`src/hw/rtl/plt_ram.sv`:
```
// ----------------------------------------------------------------------------
// plt_ram
// Generic single write port RAM with one registered read port.
// ----------------------------------------------------------------------------
module plt_ram #(
  parameter int WIDTH = 8,
  parameter int DEPTH = 16
) (
  input  logic                                    clk,
  input  logic                                    we,
  input  logic [((DEPTH > 1) ? $clog2(DEPTH) : 1)-1:0] waddr,
  input  logic [WIDTH-1:0]                        wdata,
  input  logic [((DEPTH > 1) ? $clog2(DEPTH) : 1)-1:0] raddr,
  output logic [WIDTH-1:0]                        rdata
);

  logic [WIDTH-1:0] mem [DEPTH];

  always_ff @(posedge clk) begin
    if (we) mem[waddr] <= wdata;
    rdata <= mem[raddr];
  end

endmodule

```
`config.mk`:
```
export PLATFORM = sky130hd
export DESIGN_NAME = plt_ram
export DESIGN_NICKNAME = d
export VERILOG_FILES = /design/src/hw/rtl/plt_ram.sv
export SDC_FILE = /design/constraint.sdc
export NUM_CORES = 1
export LEC_CHECK = 0
export ABC_CLOCK_PERIOD_IN_PS = 4700
export BUFFER_PORTS_ARGS = -buffer_cell sky130_fd_sc_hd__buf_2
export CORE_ASPECT_RATIO = 1.5
export CORE_MARGIN = 3
export CORE_UTILIZATION = 65
export CTS_CLUSTER_DIAMETER = 80
export DETAILED_ROUTE_END_ITERATION = 6
export GPL_TIMING_DRIVEN = 0
export PLACE_DENSITY = 0.92
export SYNTH_ARGS = -nofsm -noshare
export SYNTH_HDL_FRONTEND = slang
export SYNTH_SLANG_ARGS = --single-unit
```
`constraint.sdc`:
```
create_clock -name clk -period 4.7 [get_ports clk]
set_clock_uncertainty 0.15 [all_clocks]
set_input_delay 0.94 -clock clk [delete_from_list [all_inputs] [get_ports clk]]
set_output_delay 0.94 -clock clk [all_outputs]
set_load 0.01 [all_outputs]
```
# Yosys cells after proc, flatten, opt, wreduce, memory -nomap -nowiden
# Memory sizes are Yosys's and may differ from the RTL's. A register that Yosys moved wholly into a read port is not among the register bits.
# Cells that the tools add are included.
dict set report op_classes {
  n_eq_ne 0
  div_mod_pow 0
  mux 2
  add_sub_neg 0
  n_bitwise 0
  mul 0
  n_shift 0
  n_reduce_logical 0
  n_lt_le_gt_ge 0
}
# cell count
set ops {}
lappend ops {{1-bit two-way mux} 2}
dict set report word_totals {
  latch_bits 0
  n_memories 1
  ramBits 128
  reg_bits 0
  rom_bits 0
}
# memory depth width read_ports rd_ports_with_merged_regs wr line_no
set mem_list {}
lappend mem_list {mem 16 8 1 1 1 17} ;# logic [WIDTH-1:0] mem [DEPTH];

# Depth between registers and ports, before layout
dict set report depth {
  depth_word 2
  ltp_mapped 5
  depth_no_buf 3
}

# Least setup slack after synthesis
# No wires, ideal clock.
dict set report synth_timing {
  path_kind {input -> register}
  startpoint {input port waddr[2] (netlist bit)}
  endpoint {memory mem[0][0], enable pin}
  arrival_ns 2.050
  path_slack_ns 2.117
  stages 2
  t_required_ns 4.167
  path_cell_list {or3b_2 > nor3_1}
}
# item line_no
set synth_lines {}
lappend synth_lines {{start, declared} 11} ;# input logic [((DEPTH > 1) ? $clog2(DEPTH) : 1)-1:0] waddr,
lappend synth_lines {{end, declared} 17}
# Straight into the memory's write port.

# Worst setup path in the final report
dict set report layout_timing {
  startpoint {input port waddr[2] (netlist bit)}
  endpoint {memory mem[0][2], enable pin}
}
# Straight into the memory's write port.

==> results.md <==
- The run finished with clean final reports.
- The number of post-CTS setup repair buffers is 0.
- In the layout the commonest cells are sky130_fd_sc_hd__edfxtp_1 (128), sky130_fd_sc_hd__buf_2 (27), sky130_fd_sc_hd__mux4_2 (18).
- The achievable clock frequency is 371 MHz.
- Tracing the worst setup path back leads to its startpoint at waddr[2].
- Entering global routing, the biggest net connects 17 pins.
- Setup repair after global routing left no endpoint under its margin.
- The die outline width is 78.7 um.
- The end of the critical path is mem[0][2]$_DFFE_PP_.
- The detail route stage leaves a number of antenna-violating nets equal to 0.
- TritonCTS built the clock tree.
- After global routing the overflow that remains totals 0.
- Setup violations remaining at the end of the flow were counted as 0.
- The global-route usage over all layers is 25.3%.
- The number of hold violations in the final report came to 0.
- The number of different library cells in the post-synthesis netlist is 19.
- The depth of the most critical reg-to-reg path is 3.
- The area share of the leading cell type in the synthesized netlist is 74.7%.
- STA classifies the critical path startpoint as an input pin.
- The flip-flop and latch count after synthesis is 136.
- For this design, the slowest cell found on the critical path is sky130_fd_sc_hd__nor3_1.
- The root buffer cell is sky130_fd_sc_hd__clkbuf_16.
- The pre-antenna-repair detailed-routing pass consisted of 5 iterations.
- The kind of critical path is input pin to flop.
- The post-CTS resize count is 0.
- The cell area after technology mapping is 5150 um2.
- The endpoint kind of the worst setup timing path is a flop.
- STA puts the critical path data required time at 4570 ps.
- Clock tree synthesis inserted a total of 17 buffers.
- Sorting the synthesized cells by area gives the leading types as sky130_fd_sc_hd__edfxtp_1 (75%), sky130_fd_sc_hd__mux4_2 (7.9%), sky130_fd_sc_hd__mux4_1 (7.1%).
- The sequential share of power is 49.1%.
- For this run, design rule violations remaining after detail routing come to 0.
- The time the final worst path needs with I/O delays and setup is 2690 ps.
- In this run the power spent charging and discharging nets is 0.547 mW.
- The initial utilization of the core area, before any placement, comes to 67.2%.
- The reg-to-reg critical path endpoint is rdata[2]$_DFF_P_.
- The path category of the worst min-delay check is flop to flop.
- Walking the worst path, the cells encountered are buf_2 -> or3b_2 -> nor3_1.
- Clock tree synthesis found a total of 136 sinks.
- The per-instance average area after synthesis is 22.5 um2.
- Routability-driven placement finished with a final weighted congestion of 0.837.
- The die footprint is 9050 um2.
- The internal portion of the total power is 2.23 mW.
- The clock group share of total power is 46.1%.
- The tightest hold margin is 548 ps.
- The number of max-cap violations is 0.
- The placeable core area is 7660 um2.
- The arrival time at the worst endpoint is 2570 ps.
- The HPWL after detailed placement is 6070 um.
- Across the whole layout, storage elements account for 4000 um2.
- For this design the static power due to leakage is 2.02 nW.
- The largest stage delay on the critical path is 980 ps.
- Summed over all layers, the routed wires come to 10200 um.
- The area added between synthesis and finish is 15.9%.
- The worst slew slack as a fraction of its limit is 13.6%.
- At the later pin of the worst-skew pair, clock insertion delay measures 420 ps.
- The max-slew violation count was 0.
- The multi-input combinational cells in the finished layout cover a total of 1060 um2.
- The utilization of the core after routing is 77.9%.
- The synthesized design spends more area on one cell type than any other, namely sky130_fd_sc_hd__edfxtp_1.
- During synthesis, Yosys emitted a total of 0 warnings.
- The first global-routing pass estimated 15400 um of wire.
- The floorplan step set the die height to 115 um.
- Counting the fill cells in the layout gives 392.
- Dividing the detail-routed wire length by the instance count gives 26.2 um.
- The ratio of cells with drive above 1 in the final layout is 27.4%.
- After the first detailed-routing iteration, the DRC count stood at 321.
- The hold buffer count at CTS is 0.
- Synthesis produced a netlist with a net count of 247.
- 26 I/O pins were placed.
- Dividing total power by cell area gives a power density of 466 nW/um2.
- IR analysis of the VDD net gives a maximum drop of 0.441 mV.
- Of the available clock period, the critical path in the final layout requires 57.3%.
- The reg-to-reg critical path startpoint is mem[2][2]$_DFFE_PP_.
- The via count of the first global-routing pass was 2604.
- The detailed router placed 2558 vias in this run.
- After floorplanning, the core was divided into 39 placement rows.
- The highest net fanout along the worst path is 8.
- The transition at the pin with the smallest max-transition slack is 1290 ps.
- For this run, the post-layout net count is 290.
- The maximum number of buffers from clock root to sink is 2.
- Of the total power, combinational logic draws 4.8%.
- In this run switching power makes up 19.7% of total power.
- Clock-pin slew was measured on the worst setup and hold paths at 50 ps.
- Synthesis produced 229 cells.
- The library cell used most frequently in the layout, excluding fill and tap cells, is sky130_fd_sc_hd__edfxtp_1.
- The setup TNS after final layout is 0 ps.
- The initial antenna violation count is 0.
- The sequential share of the synthesized area is 77.8%.
- The count of buffers added on input and output ports is 24.
- The clock tree synthesis step divided the H-tree into 4 levels.
- Dividing the detail-routed via count by the number of cells gives 6.61.
- The antenna diode instance count is 0.
- The register-to-register path setup slack is 3060 ps.
[synth_stat cells]
| cell | n |
|---|---|
| sky130_fd_sc_hd__a22oi_1 | 16 |
| sky130_fd_sc_hd__nor3_1 | 4 |
| sky130_fd_sc_hd__nand3_1 | 1 |
| sky130_fd_sc_hd__and2b_1 | 1 |
| sky130_fd_sc_hd__clkdlybuf4s25_2 | 3 |
| sky130_fd_sc_hd__mux4_1 | 14 |
| sky130_fd_sc_hd__and2_1 | 1 |
| sky130_fd_sc_hd__buf_6 | 3 |
| sky130_fd_sc_hd__nand3b_1 | 2 |
| sky130_fd_sc_hd__buf_4 | 1 |
| sky130_fd_sc_hd__nor2_1 | 13 |
| sky130_fd_sc_hd__mux4_2 | 18 |
| sky130_fd_sc_hd__buf_2 | 3 |
| sky130_fd_sc_hd__nor2b_1 | 1 |
| sky130_fd_sc_hd__dfxtp_1 | 8 |
| sky130_fd_sc_hd__nand2b_1 | 2 |
| sky130_fd_sc_hd__or3b_2 | 1 |
| sky130_fd_sc_hd__nand2_1 | 9 |
| sky130_fd_sc_hd__edfxtp_1 | 128 |
[per-layer routing]
layer,routed length (um),GRT usage (%),part of all wire [%]
met1,3600,31.1,35
met2,5330,41.3,52
met3,830,6.11,8.2
met4,400,14.9,3.9
met5,0,0,0
[cell type report]
| class | instances | share of cell area, % |
|---|---|---|
| tap | 102 | 2.14 |
| timing repair buffer | 24 | 2.01 |
| multi-input combinational | 83 | 17.7 |
| buffer | 10 | 1.45 |
| sequential | 136 | 67.1 |
| clock buffer | 20 | 7.32 |
| clock inverter | 12 | 2.22 |
[through the flow]
stage	instances	instance area, um2	setup slack [ps]	power [mW]
after floorplan	229	5150	2120	1.46
after global placement	355	5400	1610	1.51
after detailed placement	355	5400	1580	1.52
after CTS	387	5960	1950	2.79
after global routing	387	5960	1910	2.85
final	387	5960	2010	2.78
[how the worst min path moves through the flow]
stage / from / to / slack [ps] / cells past startpoint
2_1_floorplan: mem[7][0]$_DFFE_PP_ / rdata[0]$_DFF_P_ / 480 / 3
3_3_place_gp: mem[14][1]$_DFFE_PP_ / rdata[1]$_DFF_P_ / 510 / 3
3_5_place_dp: mem[14][1]$_DFFE_PP_ / rdata[1]$_DFF_P_ / 530 / 3
4_1_cts: mem[11][7]$_DFFE_PP_ / rdata[7]$_DFF_P_ / 550 / 3
5_1_grt: mem[13][3]$_DFFE_PP_ / rdata[3]$_DFF_P_ / 570 / 3
6_report: mem[13][3]$_DFFE_PP_ / rdata[3]$_DFF_P_ / 550 / 3
[sequential cells by signal (all words and copies together), names as in the netlist]
register,cells
rdata,8
mem,128
[power groups by stage]
| stage | clock (mW) | combinational [mW] | sequential [mW] |
|---|---|---|---|
| 5_1_grt | 1.34 | 0.141 | 1.37 |
| 3_3_place_gp | 0 | 0.125 | 1.39 |
| 4_1_cts | 1.29 | 0.133 | 1.36 |
| 2_1_floorplan | 0 | 0.0688 | 1.39 |
| 3_5_place_dp | 0 | 0.131 | 1.39 |
| 6_report | 1.28 | 0.132 | 1.36 |
[worst max-delay path, delay by kind of cell]
kind	cells	cell delay (ps)
AND/OR/NAND/NOR	2	1500
buffers and inverters	1	120
[cells by family (layout without fill, tap and decap cells)]
kind of cell           after synthesis  after routing  share of synthesized area, %
AO/OA/AOI/OAI                       16             16                          2.33
multiplexers                        32             32                          15.0
buffers and inverters               10             66                          1.68
AND/OR/NAND/NOR                     35             35                          3.18
flip-flops                         136            136                          77.8
Power figures use the tool's default switching activity.
